--- src/design/tlptm_pkg.sv ---
`default_nettype none

package tlptm_pkg;

  // Field widths and address split of the two-level map.
  localparam int ADDR_W            = 32;
  localparam int FLAG_W            = 8;
  localparam int IDX_W             = 10;
  localparam int USED_W            = 5;
  localparam int DIR_SHIFT         = 22;
  localparam int PAGE_SHIFT        = 12;
  localparam int DIR_ENTRIES       = 1024;
  localparam int ENTRIES_PER_TABLE = 1024;
  localparam int MAX_TABLES_DEF    = 16;

  localparam logic [ADDR_W-1:0] PAGE_MASK = 32'hFFFF_F000;

  // Commands from the controller to the datapath.
  typedef struct packed {
    logic clear_step;   // clear one directory entry during the start-up pass
    logic capture;      // register the incoming request
    logic dir_read;     // read the directory entry of the held request
    logic decide;       // act on the directory entry (hit, allocate or pool full)
    logic wipe_step;    // zero one entry of the freshly allocated table
    logic finish;       // write the table entry (unless the pool is full) and load the output register
  } cmd_t;

  // Status from the datapath to the controller.
  typedef struct packed {
    logic present;
    logic pool_avail;
    logic wipe_last;
    logic clear_last;
    logic out_busy;
  } status_t;

endpackage

`default_nettype wire

--- src/design/tlptm_ctrl.sv ---
`default_nettype none

module tlptm_ctrl (
  input  wire logic               clk,
  input  wire logic               rst,
  input  wire logic               in_valid,
  output logic                    in_ready,
  input  wire tlptm_pkg::status_t st,
  output tlptm_pkg::cmd_t         cmd
);
  import tlptm_pkg::*;

  typedef enum logic [5:0] {
    S_CLEAR  = 6'b000001,
    S_IDLE   = 6'b000010,
    S_LOOKUP = 6'b000100,
    S_DECIDE = 6'b001000,
    S_WIPE   = 6'b010000,
    S_DONE   = 6'b100000
  } state_t;

  state_t state;
  state_t state_next;

  always_ff @(posedge clk) begin
    if (rst) begin
      state <= S_CLEAR;
    end else begin
      state <= state_next;
    end
  end

  always_comb begin
    state_next = state;
    cmd        = '0;
    in_ready   = 1'b0;
    case (state)
      S_CLEAR: begin
        cmd.clear_step = 1'b1;
        if (st.clear_last) begin
          state_next = S_IDLE;
        end
      end
      S_IDLE: begin
        in_ready = 1'b1;
        if (in_valid) begin
          cmd.capture = 1'b1;
          state_next  = S_LOOKUP;
        end
      end
      S_LOOKUP: begin
        cmd.dir_read = 1'b1;
        state_next   = S_DECIDE;
      end
      S_DECIDE: begin
        cmd.decide = 1'b1;
        if (!st.present && st.pool_avail) begin
          state_next = S_WIPE;
        end else begin
          state_next = S_DONE;
        end
      end
      S_WIPE: begin
        cmd.wipe_step = 1'b1;
        if (st.wipe_last) begin
          state_next = S_DONE;
        end
      end
      S_DONE: begin
        if (!st.out_busy) begin
          cmd.finish = 1'b1;
          state_next = S_IDLE;
        end
      end
      default: begin
        state_next = S_CLEAR;
      end
    endcase
  end

endmodule

`default_nettype wire

--- config.mk ---
export PLATFORM = sky130hd
export DESIGN_NAME = tlptm_ctrl
export DESIGN_NICKNAME = d
export VERILOG_FILES = /design/src/design/tlptm_pkg.sv /design/src/design/tlptm_ctrl.sv
export SDC_FILE = /design/constraint.sdc
export NUM_CORES = 1
export LEC_CHECK = 0
export BUFFER_PORTS_ARGS = -buffer_cell sky130_fd_sc_hd__buf_2
export CAP_MARGIN = 20
export CORE_AREA = 2 2 39 41
export CTS_CLUSTER_DIAMETER = 40
export DETAILED_ROUTE_END_ITERATION = 16
export DIE_AREA = 0 0 41 43
export PLACE_DENSITY = 0.57
export SLEW_MARGIN = 15
export SYNTH_ARGS = -nofsm -noshare
export SYNTH_HDL_FRONTEND = slang
export SYNTH_SLANG_ARGS = --single-unit
--- constraint.sdc ---
create_clock -name clk -period 1.9 [get_ports clk]
set_input_delay 0.19 -clock clk [delete_from_list [all_inputs] [get_ports clk]]
set_output_delay 0.19 -clock clk [all_outputs]
set_load 0.02 [all_outputs]
* Yosys cells after proc, flatten, opt, wreduce, memory -nomap -nowiden
Cells that the tools add are included.
Cells by class: equality and inequality tests 10, muxes and demuxes 15, reductions and logical operators 3
Operators with widths (count):
- $pmux W6 S6 | 1
- $mux W6 | 5
- $mux W1 | 9
- $ne A2 B2 Y1 const B | 4
- $eq A6 B1 Y1 const B | 1
- $eq A6 B2 Y1 const B | 1
- $eq A6 B3 Y1 const B | 1
- $eq A6 B4 Y1 const B | 1
- $eq A6 B5 Y1 const B | 1
- $eq A6 B6 Y1 const B | 1
- $reduce_and A4 Y1 | 1
- $logic_and A1 B1 Y1 | 1
- $logic_not A1 Y1 | 1
Word-level totals: flip-flop bits (word level) 6, input port bits 8, output and inout bits 7, word-level logic and storage cells 29

* Longest topological paths before layout
depth in word-level cells 4, mapped depth 6, mapped depth without buffers 4

* Worst setup path before layout
Ideal clock, no wire load.
path type register to register, from register state[3], to register state[1], library setup time 79 ps, arrival 1916 ps, data required time 1821 ps, path slack -95 ps, stages on the path, launching flop included 5, path buffers 0, clock period less this slack 1995 ps, path through dfxtp_1 or4_4 nor3b_1 and3b_1 a211oi_2
On the way: word-level cells in the longest chain between the ends 3, elaborated cells on any way between the ends 12, those cells by class eq/ne: 10; mux: 1; reduce/logical: 1
RTL lines:
- start: declaration | line tlptm_ctrl.sv:22 | state_t state;
- start signal: assignment | line tlptm_ctrl.sv:29 | state <= state_next;
- $eq A6 B5 Y1 (tied with other cells) | line tlptm_ctrl.sv:37 | case (state)
- $ne A2 B2 Y1 (no source line)
- $reduce_and A4 Y1 (no source line)
Several ways; a longest one is shown, not always the timed one. A chain may end at the register's enable or synchronous reset.

==> impl_results.md <==
* Outcome: finished, final reports clean
* Die height at 43 µm
* Synth cell count leaders: 7 x nor2_1, 6 x dfxtp_1, 4 x nor3b_1
* Starting Density at 31.1%
* CP max FO at 8
* # DRC at 0
* CTS H-tree depth at 1
* CP startpoint kind: flip-flop
* DRT Pass-1 Iters at 2
* GPL Wtd Cong at 0.734
* Post-CTS Repair Setup Buffers at 0
* Remaining global-route overflow at 0
* Crit end category: primary output
* EDFF count, synth at 0
* Non-filler cells, final at 84
* Max IR drop VDD at 0.000517 V
* Syn avg cell area at 8.28 µm²
* First-pass GRT wire length at 1680 µm
* Synth Flop Type: dfxtp_1
* Dominant cell type by area after synthesis: dfxtp_1
* Register bank with the most flops: state
* Skew final at 0.00428 ns
* Setup TNS at 0 ns
* Worst r2r dst: state[1]
* Worst Hold Class: in -> reg
* Synth cell types at 32
* Routed Antenna Nets at 0
* Cell row count at 14
* Clock Path Buffers at 2
* Post-synth ARST share at 0%
* Crit path buf inv count at 2
* Cts bufs inserted at 3
* Main area contributors after synthesis: dfxtp_1 28%, nor3b_1 7.0%, nor2_1 6.1%
* WL final at 1020 µm
* Slowest CP cell: nor4b_1
* Initial antenna violation count at 0
* R2r setup slk at 0.13 ns
* Nets@finish at 78
* Most frequent cell after synthesis: nor2_1
* Clk pin slew, worst setup/hold paths at 0.04 ns
* Largest net degree at the start of global routing at 9
* Port Buffer Count at 14
* Final period util at 94.3%
* All-Layer GR Usage at 14.4%
* Root Buffer: clkbuf_4
* Slew HR at 65.6%
* Vias in the first global route at 402
* Top Family by Delay on Critical Path: simple AND/OR/NAND/NOR gates
* Period minus WS final at 1.79 ns
* Max-Cap Viols at 0
* Drt initial violations at 7
* Die Width at 41 µm
* Antenna cells at 0
* Die footprint at 1760 µm²
* Worst reg2reg path depth at 4
* Clock latency on the worst-skew pair at 0.24 ns
* Seq/Total Area, Yosys at 27.9%
* Largest registers: state: 6 flops
* Cell breakdown of the critical path: buf_4 -> nor4b_1 -> nand2_1 -> nor2_1 -> buf_2
* Worst EP required at 1.71 ns
* Post-cts resize count at 0
* Syn. warnings at 0
* Sink Count at 6
* DP HPWL at 820 µm
* CP max stage delay at 0.49 ns
* # IOs at 15
* Area grow syn2layout at 27.6%
* Mapped Cells at 52
* Crit. Startpoint: state[0]
* Arrival @ worst endpoint at 1.60 ns
* P per Cell Area at 1100 nW/µm²
* Max-slew violations at 0
* Core ar. at 1380 µm²
* Synth top area share at 27.9%
* TritonCTS clock tree: done
* Placed Instances at 81
* DR vias/cell at 5.11
* Crit. path cell count at 5
* Crit path kind: reg -> out
* DR vias at 429
* Unrepaired setup endpoints after global routing: false
* Synthesized area at 430 µm²
* Hold-fix buffers, CTS at 0
* CP endpoint: cmd[0]
* Max reg flops at 6
* Worst r2r src: state[3]
* LEAKAGE at 0.236 nW
* Fin util at 39.7%
* Worst slew pin tran at 0.509 ns
* Share of cells above drive strength 1 at 36.8%
* Final setup violating endpoints at 0
* Routed len/inst at 12.2 µm
* Post-synthesis net count at 60
* Final Hold Viols at 0
* Seq cells post-synth at 6
* Peak Freq at 558 MHz
[logic make-up (layout without fill, tap and decap cells)]
kind of cell	after synthesis	after routing	share of synthesized area [%]
and+or+nand+nor	30	30	43.3
AOI/OAI and AO/OA	10	10	21.8
DFF	6	6	27.9
buffers and inverters	5	21	4.94
xor gates and xnor gates	1	1	2.04
[layout by cell type (no fill, tap or decap), types with 2 or more instances in the layout]
master,Yosys,routed
o21ai_0,3,3
buf_4,0,2
clkbuf_4,0,3
nand2_1,2,2
dfxtp_1,6,6
nor2_1,7,7
nor3b_1,4,3
buf_2,2,14
nand2b_1,2,2
inv_1,2,2
[where the power goes]
part           switching, mW  total (mW)  internal, mW
sequential            0.0108       0.158         0.148
clock                 0.0432       0.114        0.0713
combinational          0.183       0.333         0.151
[worst register-to-register path: stages (launching register included)]
cell and delay (ns):
dfxtp_1 0.34, or4_4 0.58, or3_1 0.40, and3b_1 0.21
a211oi_2 0.17
[stage by stage]
stage / power [mW] / cell area, µm² / hold WS (ns) / setup WS (ns)
2_1_floorplan: 0.415 / 435 / 0.255 / 0.162
3_3_place_gp: 0.500 / 527 / 0.454 / 0.195
3_5_place_dp: 0.497 / 527 / 0.454 / 0.149
4_1_cts: 0.618 / 549 / 0.199 / 0.108
5_1_grt: 0.662 / 549 / 0.209 / 0.00547
6_report: 0.606 / 549 / 0.209 / 0.109
[per-layer routing]
layer  track usage [%]  vias up  routed length (µm)
li1                  -      225                   -
met1              17.4      183                 467
met2              20.9       17                 447
met3             0.524        4                  69
met4              14.0        0                  37
met5                 0        -                   0
[how the worst min path moves through the flow]
| stage | to | depth (start not counted) | startpoint |
|---|---|---|---|
| after floorplan | state[1] | 1 | rst |
| after global placement | state[1] | 2 | rst |
| after detailed placement | state[1] | 2 | rst |
| after CTS | state[1] | 2 | rst |
| after global routing | state[1] | 2 | rst |
| final | state[1] | 2 | rst |
[cell type report]
class	count	area [µm²]
Clock buffer	3	22.5
Timing Repair Buffer	16	85.1
Fill cell	152	835
Inverter	2	7.51
Tap cell	16	20.0
Sequential cell	6	120
Multi-Input combinational cell	41	294
(Power assumes the default switching activity.)
